### config.mk
export PLATFORM = sky130hd
export DESIGN_NAME = shift_insert_array
export DESIGN_NICKNAME = d
export VERILOG_FILES = /design/src/hw/rtl/sia_pkg.sv /design/src/hw/rtl/sia_cell.sv /design/src/hw/rtl/shift_insert_array.sv
export SDC_FILE = /design/constraint.sdc
export NUM_CORES = 2
export LEC_CHECK = 0
export ABC_CLOCK_PERIOD_IN_PS = 5200
export BUFFER_PORTS_ARGS = -buffer_cell sky130_fd_sc_hd__buf_2
export CORE_MARGIN = 4
export CORE_UTILIZATION = 35
export DETAILED_ROUTE_END_ITERATION = 6
export PLACE_DENSITY = 0.58
export SETUP_SLACK_MARGIN = 0.2
export SLEW_MARGIN = 20
export SYNTH_ARGS = -nofsm -noshare
export SYNTH_HDL_FRONTEND = slang
export SYNTH_HIERARCHICAL = 1
export SYNTH_SLANG_ARGS = --single-unit
### constraint.sdc
create_clock -name clk -period 5.2 [get_ports clk]
set_input_delay 1.04 -clock clk [delete_from_list [all_inputs] [get_ports clk]]
set_output_delay 1.04 -clock clk [all_outputs]
set_load 0.1 [all_outputs]
### src/hw/rtl/sia_pkg.sv
// ----------------------------------------------------------------------------
// sia_pkg: shared types and codes for the shift/insert array
// Request codes and the command that the top level broadcasts to every cell.
// ----------------------------------------------------------------------------
package sia_pkg;

  localparam int WORD_W  = 32;
  localparam int IDX_W   = 4;
  localparam int SIZE_W  = 5;
  localparam int REQ_W   = 2;

  localparam logic [REQ_W-1:0] REQ_READ      = 2'd0;
  localparam logic [REQ_W-1:0] REQ_INSERT    = 2'd1;
  localparam logic [REQ_W-1:0] REQ_OVERWRITE = 2'd2;
  localparam logic [REQ_W-1:0] REQ_REMOVE    = 2'd3;

  typedef struct packed {
    logic                     update;
    logic [REQ_W-1:0]         op;
    logic [IDX_W-1:0]         idx;
    logic signed [WORD_W-1:0] val;
    logic [SIZE_W-1:0]        size;
  } sia_cmd_t;

endpackage

### src/hw/rtl/sia_cell.sv
// ----------------------------------------------------------------------------
// sia_cell: one storage cell of the shift/insert array
// Holds one word and picks its next value from itself, its neighbors or the
// broadcast write value, depending on the request and its own position.
// ----------------------------------------------------------------------------
module sia_cell import sia_pkg::*; #(
  parameter int CELL_ID = 0
) (
  input  logic                     clk,
  input  logic                     rst,
  input  sia_cmd_t                 cmd,
  input  logic signed [WORD_W-1:0] left_value,
  input  logic signed [WORD_W-1:0] right_value,
  output logic signed [WORD_W-1:0] value,
  output logic signed [WORD_W-1:0] sel_value
);

  localparam int CW = ($clog2(CELL_ID + 2) > SIZE_W + 1) ? $clog2(CELL_ID + 2) : SIZE_W + 1;
  localparam logic [CW-1:0] ID = CW'(CELL_ID);

  logic [CW-1:0]            idx_ext;
  logic [CW-1:0]            size_ext;
  logic                     at_idx;
  logic                     above_idx;
  logic                     in_use;
  logic                     is_last;
  logic signed [WORD_W-1:0] value_next;

  assign idx_ext   = {{(CW - IDX_W){1'b0}}, cmd.idx};
  assign size_ext  = {{(CW - SIZE_W){1'b0}}, cmd.size};
  assign at_idx    = (ID == idx_ext);
  assign above_idx = (ID > idx_ext);
  assign in_use    = (ID < size_ext);
  assign is_last   = ((ID + CW'(1)) == size_ext);

  always_comb begin
    value_next = value;
    unique case (cmd.op)
      REQ_READ: begin
        value_next = value;
      end
      REQ_INSERT: begin
        if (at_idx) begin
          value_next = cmd.val;
        end else if (above_idx && in_use) begin
          value_next = left_value;
        end
      end
      REQ_OVERWRITE: begin
        if (at_idx) begin
          value_next = cmd.val;
        end
      end
      default: begin
        if (is_last) begin
          value_next = '0;
        end else if ((at_idx || above_idx) && in_use) begin
          value_next = right_value;
        end
      end
    endcase
  end

  always_ff @(posedge clk) begin
    if (rst) begin
      value <= '0;
    end else if (cmd.update) begin
      value <= value_next;
    end
  end

  assign sel_value = at_idx ? value : '0;

endmodule

### src/hw/rtl/shift_insert_array.sv
// ----------------------------------------------------------------------------
// shift_insert_array: array of signed words with insert and remove by shifting
// A row of cells that read, overwrite, insert with shift up, or remove with
// shift down, within the first used_size slots, capped at DEPTH.
// ----------------------------------------------------------------------------
// Every cell updates on the same clock edge: a request is accepted and its
// result appears in the output register on the next cycle, and one beat can be
// accepted every cycle while the output is taken.
// The result register lets a new beat in while a finished one waits if the
// consumer takes it in the same cycle. Cells reset to zero and used_size to 16.
module shift_insert_array import sia_pkg::*; #(
  parameter int DEPTH = 16
) (
  input  logic                     clk,
  input  logic                     rst,
  input  logic                     in_valid,
  output logic                     in_ready,
  input  logic [REQ_W-1:0]         req_type,
  input  logic [IDX_W-1:0]         slot_index,
  input  logic signed [WORD_W-1:0] write_value,
  output logic                     out_valid,
  input  logic                     out_ready,
  output logic signed [WORD_W-1:0] read_value,
  output logic                     index_error,
  input  logic                     cfg_write_en,
  input  logic [SIZE_W-1:0]        cfg_write_data
);

  localparam int DW = ($clog2(DEPTH + 1) > SIZE_W) ? $clog2(DEPTH + 1) : SIZE_W + 1;
  localparam logic [DW-1:0] DEPTH_V = DW'(DEPTH);

  logic [SIZE_W-1:0]        used_size;
  logic [SIZE_W-1:0]        size_eff;
  logic                     accept;
  logic                     err;
  sia_cmd_t                 cmd;
  logic signed [WORD_W-1:0] cell_value [DEPTH];
  logic signed [WORD_W-1:0] cell_sel   [DEPTH];
  logic signed [WORD_W-1:0] rd_any;

  assign size_eff = ({{(DW - SIZE_W){1'b0}}, used_size} > DEPTH_V) ?
                    SIZE_W'(DEPTH_V) : used_size;
  assign err      = ({1'b0, slot_index} >= size_eff);
  assign in_ready = !out_valid || out_ready;
  assign accept   = in_valid && in_ready;

  assign cmd.update = accept && !err;
  assign cmd.op     = req_type;
  assign cmd.idx    = slot_index;
  assign cmd.val    = write_value;
  assign cmd.size   = size_eff;

  for (genvar i = 0; i < DEPTH; i++) begin : g_cell
    logic signed [WORD_W-1:0] left_v;
    logic signed [WORD_W-1:0] right_v;
    if (i == 0) begin : g_first
      assign left_v = '0;
    end else begin : g_left
      assign left_v = cell_value[i-1];
    end
    if (i == DEPTH - 1) begin : g_last
      assign right_v = '0;
    end else begin : g_right
      assign right_v = cell_value[i+1];
    end
    sia_cell #(
      .CELL_ID (i)
    ) u_cell (
      .clk         (clk),
      .rst         (rst),
      .cmd         (cmd),
      .left_value  (left_v),
      .right_value (right_v),
      .value       (cell_value[i]),
      .sel_value   (cell_sel[i])
    );
  end

  always_comb begin
    rd_any = '0;
    for (int i = 0; i < DEPTH; i++) begin
      rd_any = rd_any | cell_sel[i];
    end
  end

  always_ff @(posedge clk) begin
    if (rst) begin
      used_size <= SIZE_W'(16);
    end else if (cfg_write_en) begin
      used_size <= cfg_write_data;
    end
  end

  always_ff @(posedge clk) begin
    if (rst) begin
      out_valid <= 1'b0;
    end else if (accept) begin
      out_valid <= 1'b1;
    end else if (out_ready) begin
      out_valid <= 1'b0;
    end
  end

  always_ff @(posedge clk) begin
    if (accept) begin
      index_error <= err;
      read_value  <= (!err && (req_type == REQ_READ)) ? rd_any : '0;
    end
  end

endmodule

=== After elaboration in Yosys (flattened, before gate mapping) ===
Index checks and enable logic that the tools add are counted.
Widths: inputs -> output; s select.

* Output and inout port bits: 35
* Input bits: 48
* Flip-flop bits (word level): 551
* Logic and storage cells: 339

* Reductions and logical operators: 89
* Multiplexer cells: 115
* Order comparisons: 34
* Bitwise operators: 16
* Eq/ne operators: 65

{| class="wikitable"
|+ Operators with widths
! kind !! count
|-
| $mux 32 || 96
|-
| $pmux 32 s3 || 16
|-
| $or 32x32->32 || 15
|-
| $reduce_and 5->1 || 16
|-
| $reduce_bool 4->1 || 16
|-
| $ne 3x1->1 const B || 16
|-
| $eq 4x5->1 const A || 8
|-
| $lt 4x5->1 const A || 8
|-
| $logic_and 1x1->1 || 35
|-
| $eq 4x4->1 const A || 8
|-
| $gt 4x4->1 const A || 8
|-
| $ne 2x1->1 const B || 16
|-
| $eq 3x5->1 const A || 4
|-
| $lt 3x5->1 const A || 4
|-
| $logic_or 1x1->1 || 17
|-
| $eq 3x4->1 const A || 4
|-
| $gt 3x4->1 const A || 4
|-
| $eq 2x5->1 const A || 2
|-
| $lt 1x5->1 const A || 2
|-
| $lt 2x5->1 const A || 2
|-
| $eq 2x4->1 const A || 2
|-
| $gt 1x4->1 const A || 2
|-
| $gt 2x4->1 const A || 2
|-
| $logic_not 6->1 || 1
|-
| other kinds (13) || 15
|}

=== Depth between registers and ports, before layout ===
* Depth in word-level cells: 17
* Mapped depth: 14
* Gate-level depth less buffers: 11

=== Modules after synthesis ===
The synthesis kept the hierarchy.

{| class="wikitable"
|+ Modules (own cells, without submodules)
! module !! times used !! area each (um^2) !! cells each
|-
| sia_cell (g_cell[1].u_cell) || 1 || 2718.9 || 280
|-
| shift_insert_array || 1 || 2632.5 || 274
|-
| sia_cell (g_cell[0].u_cell) || 1 || 2600.0 || 285
|-
| sia_cell (g_cell[5].u_cell) || 1 || 2549.9 || 303
|-
| sia_cell (g_cell[14].u_cell) || 1 || 2529.9 || 321
|-
| sia_cell (g_cell[8].u_cell) || 1 || 2441.1 || 309
|-
| sia_cell (g_cell[11].u_cell) || 1 || 2297.2 || 279
|-
| sia_cell (g_cell[7].u_cell) || 1 || 2277.2 || 247
|-
| sia_cell (g_cell[15].u_cell) || 1 || 2125.8 || 240
|-
| sia_cell (g_cell[13].u_cell) || 1 || 2107.0 || 208
|-
| sia_cell (g_cell[2].u_cell) || 1 || 2018.2 || 207
|-
| sia_cell (g_cell[10].u_cell) || 1 || 2005.7 || 207
|-
| sia_cell (g_cell[6].u_cell) || 1 || 1988.2 || 208
|-
| sia_cell (g_cell[12].u_cell) || 1 || 1925.6 || 207
|-
| +3 rows || -- || -- || --
|}

=== Worst setup path before layout ===
OpenSTA, ideal clock, no wires.

* Kind: input port to flip-flop
* Start: input port out_ready
* End: register g_cell[14].u_cell.value[10]
* Setup slack: 591 ps
* Library setup time: 116 ps
* Buffers on the path: 1
* Stages on the path: 9
* Arrival time: 4493 ps
* Required time: 5084 ps
* Path through: nand2b_1 -> and2_1 -> o21a_1 -> nor2b_1 -> nand4b_1 -> a221oi_4 -> buf_6 -> o2111ai_1 -> o211a_1

{| class="wikitable"
|+ RTL lines
! item !! RTL line !! RTL
|-
| from (decl) || shift_insert_array.sv:22 || <nowiki>input logic out_ready,</nowiki>
|-
| to (signal assigned) || sia_cell.sv:68 || <nowiki>value <= value_next;</nowiki>
|-
| to (decl) || sia_cell.sv:14 || <nowiki>output logic signed [WORD_W-1:0] value,</nowiki>
|}

==> impl_metrics.toml <==
[outcome]
status = "finished with violations"
failed_checks = "design-rule violations"

[clock_network]
cts_buffers = 67
path_clk_slew_ns = 0.06
postCtsSetupBuffers = 0
ctsResizeCount = 0
cts_hold_buffers = 0
root_buffer = "clkbuf_16"
tritoncts_num_sinks = 551
htree_num_levels = 3
clockBufferDepth = 3
cts_tree = "done"
clk_latency_ns = 0.63

[synth]
avgSynthCellArea_um2 = 9.02
synth_ff_type = "dfxtp_1"
synth_enable_flop_cells = 33
async_flop_share_pct = 0
syn_area_um2 = 37900
synth.distinct_cells = 110
netlist_instances = 4199
synth-seq-area-share_pct = 30.0
synth_area_leaders = "dfxtp_1, and2_1, a222oi_1"
synth.top_cell.area_share_pct = 27.4
yosys_warnings = 6
ys_ff_latch = 551
synth_top_cell_by_area = "dfxtp_1"

[power]
combPwrFrac_pct = 21.1
leakage_nw = 14.2
power.net_switching_mw = 4.09
p_int_mw = 8.20
seqPwrFrac_pct = 40.1
p_per_area_nw_per_um2 = 297
p_sw_share_pct = 33.3
power_frac_clock_pct = 38.8
irDropWorstVdd_uv = 218

[floorplan]
die_w_um = 337
io_pins = 83
rows = 120
coreArea_um2 = 107000
start_util_pct = 35.3
die_area_um2 = 114000
die_h_um = 337

[worst_setup_path]
worst_setup_path_start_kind = "flip-flop"
cp_max_fo = 33
path_class = "flip-flop to flip-flop"
rr_worst_depth = 9
cp.arrival_ns = 4.27
worstPathRequired_ns = 5.68
cp-end-kind = "flip-flop"

[timing]
setup_viol = 0
max_freq_mhz = 263
period_share_pct = 73.0
report.final.slew_viol_count = 0
max_slew_margin_pct = 25.6
fin_crit_ns = 3.80
rsz0062_at_grt = "false"
setup_tns_ns = 0
final-hold-violation-count = 0
clock_skew_ns = 0.0317
worst_pin_slew_ns = 1.11

[drt]
drt-total-wl_um = 142000
ant_nets = 0
vias_per_cell = 6.46
wl_per_cell_um = 25.6
drcViolationCount = 25
first_pass_iters = 7
vias = 35800
drt_iter0_markers = 4501

[worst_hold_path]
hold_path_depth = 2
hp-class = "flip-flop to flip-flop"

[placed_design]
postPlaceCellArea_um2 = 39200
place_congestion = 0.876
io_buffers = 82
dp_cells = 5419
dp_hpwl_um = 100000

[layout]
area_growth_pct = 9.19
final_cells = 5540
nNetsFinal = 4186
fill_cells = 10800
register_area_um2 = 11400
drive_gt1_share_pct = 19.0
multi_input_area_um2 = 23900
final_cell_area_um2 = 41300

[grt]
antenna_found_initial = 3
grt_pass1_wl_um = 217000
grt_pass1_vias = 33400
grt_overflow = 0
grt_max_degree = 129
grt_usage_pct = 23.9

[run]
max_cap_violations = 0
[power by group through the flow]
stage | clock network (mW) | logic [mW] | registers [mW]
global route | 5.00 | 2.78 | 4.97
detailed placement | 0 | 2.54 | 5.01
finish | 4.77 | 2.59 | 4.94
CTS | 4.84 | 2.55 | 4.92
global placement | 0 | 2.50 | 5.00
floorplan | 0 | 1.84 | 4.97
[kinds of logic (layout without fill, tap and decap cells)]
| logic type | count (synthesis) | in the layout | share of synthesized area [%] |
|---|---|---|---|
| mux | 102 | 102 | 3.28 |
| fa+ha+maj | 52 | 52 | 1.72 |
| compound gates | 1630 | 1630 | 37.0 |
| other cells | 1 | 67 | 0.00990 |
| simple gates | 1263 | 1263 | 19.8 |
| buf+inv | 600 | 472 | 8.19 |
| flops | 551 | 551 | 30.0 |
[critical path, stage by stage (launching register included)]
cell	delay (ns)
dfxtp_2	0.39
buf_4	0.35
nand2b_1	0.18
inv_1	0.45
or3_1	0.56
o221ai_4	0.82
nand3_2	0.13
buf_4	0.34
a221oi_1	0.30
nor3_1	0.08
[Yosys cell counts (52+ instances only)]
library cell	instances
nand3_1	103
a31oi_1	102
a222oi_1	249
o211ai_1	64
a221oi_2	69
and2_1	520
buf_2	129
a221oi_1	88
a22o_1	63
clkbuf_1	249
nor4_1	131
a211oi_2	163
a21oi_1	328
a211oi_1	190
ha_1	52
dfxtp_1	518
nand2_1	146
nor2_1	83
inv_1	115
[stage by stage]
stage / hold WS, ns / total power, mW / setup WS [ns] / util [%]
global route: 0.519 / 12.8 / 1.15 / 38.6
detailed placement: 0.479 / 7.55 / 1.00 / 36.5
CTS: 0.496 / 12.3 / 1.52 / 38.5
global placement: 0.473 / 7.50 / 0.964 / 36.5
finish: 0.496 / 12.3 / 1.40 / 38.6
floorplan: 0.451 / 6.81 / 0.591 / -
[path summary, 6_finish.rpt]
kind / endpoint / start / slack (ns)
worst min register to register: used_size[3]$_SDFFE_PP0P_ / used_size[3]$_SDFFE_PP0P_ / 0.50
worst max register to register: g_cell[1].u_cell/value[14]$_SDFFE_PP0P_ / used_size[4]$_SDFFE_PP1P_ / 1.40
worst min-delay path: used_size[3]$_SDFFE_PP0P_ / used_size[3]$_SDFFE_PP0P_ / 0.50
worst max-delay path: g_cell[1].u_cell/value[14]$_SDFFE_PP0P_ / used_size[4]$_SDFFE_PP1P_ / 1.40
[sequential cells by signal, indices dropped and copies added (netlist names)]
name / count
g_cell.u_cell/value: 512
read_value: 32
used_size: 5
index_error: 1
out_valid: 1
[layer usage]
layer	vias up	part of all wire [%]	global-route usage, %
li1	16300	-	-
met4	2	2.4	6.86
met1	17500	45	34.3
met3	202	9.6	4.74
met2	1737	43	36.3
met5	-	0.0092	0
[cell usage in the layout (no fill, tap or decap), drive strengths merged, types with 120 or more instances in the layout]
cell type and n:
nor4 131, nand2 146, buf 239, dfxtp 518, a21oi 350, a222oi 249, a221oi 158, and2 534
inv 120, a211oi 353
[cell type report]
| class | instances | share of cell area [%] |
|---|---|---|
| multi-input combinational | 3111 | 57.9 |
| sequential | 551 | 27.5 |
| clock buffer | 92 | 4.57 |
| tap | 1403 | 4.25 |
| timing repair buffer | 239 | 4.11 |
| inverter | 116 | 1.05 |
| clock inverter | 25 | 0.651 |
| antenna | 3 | 0.0182 |
(Power assumes the default switching activity.)
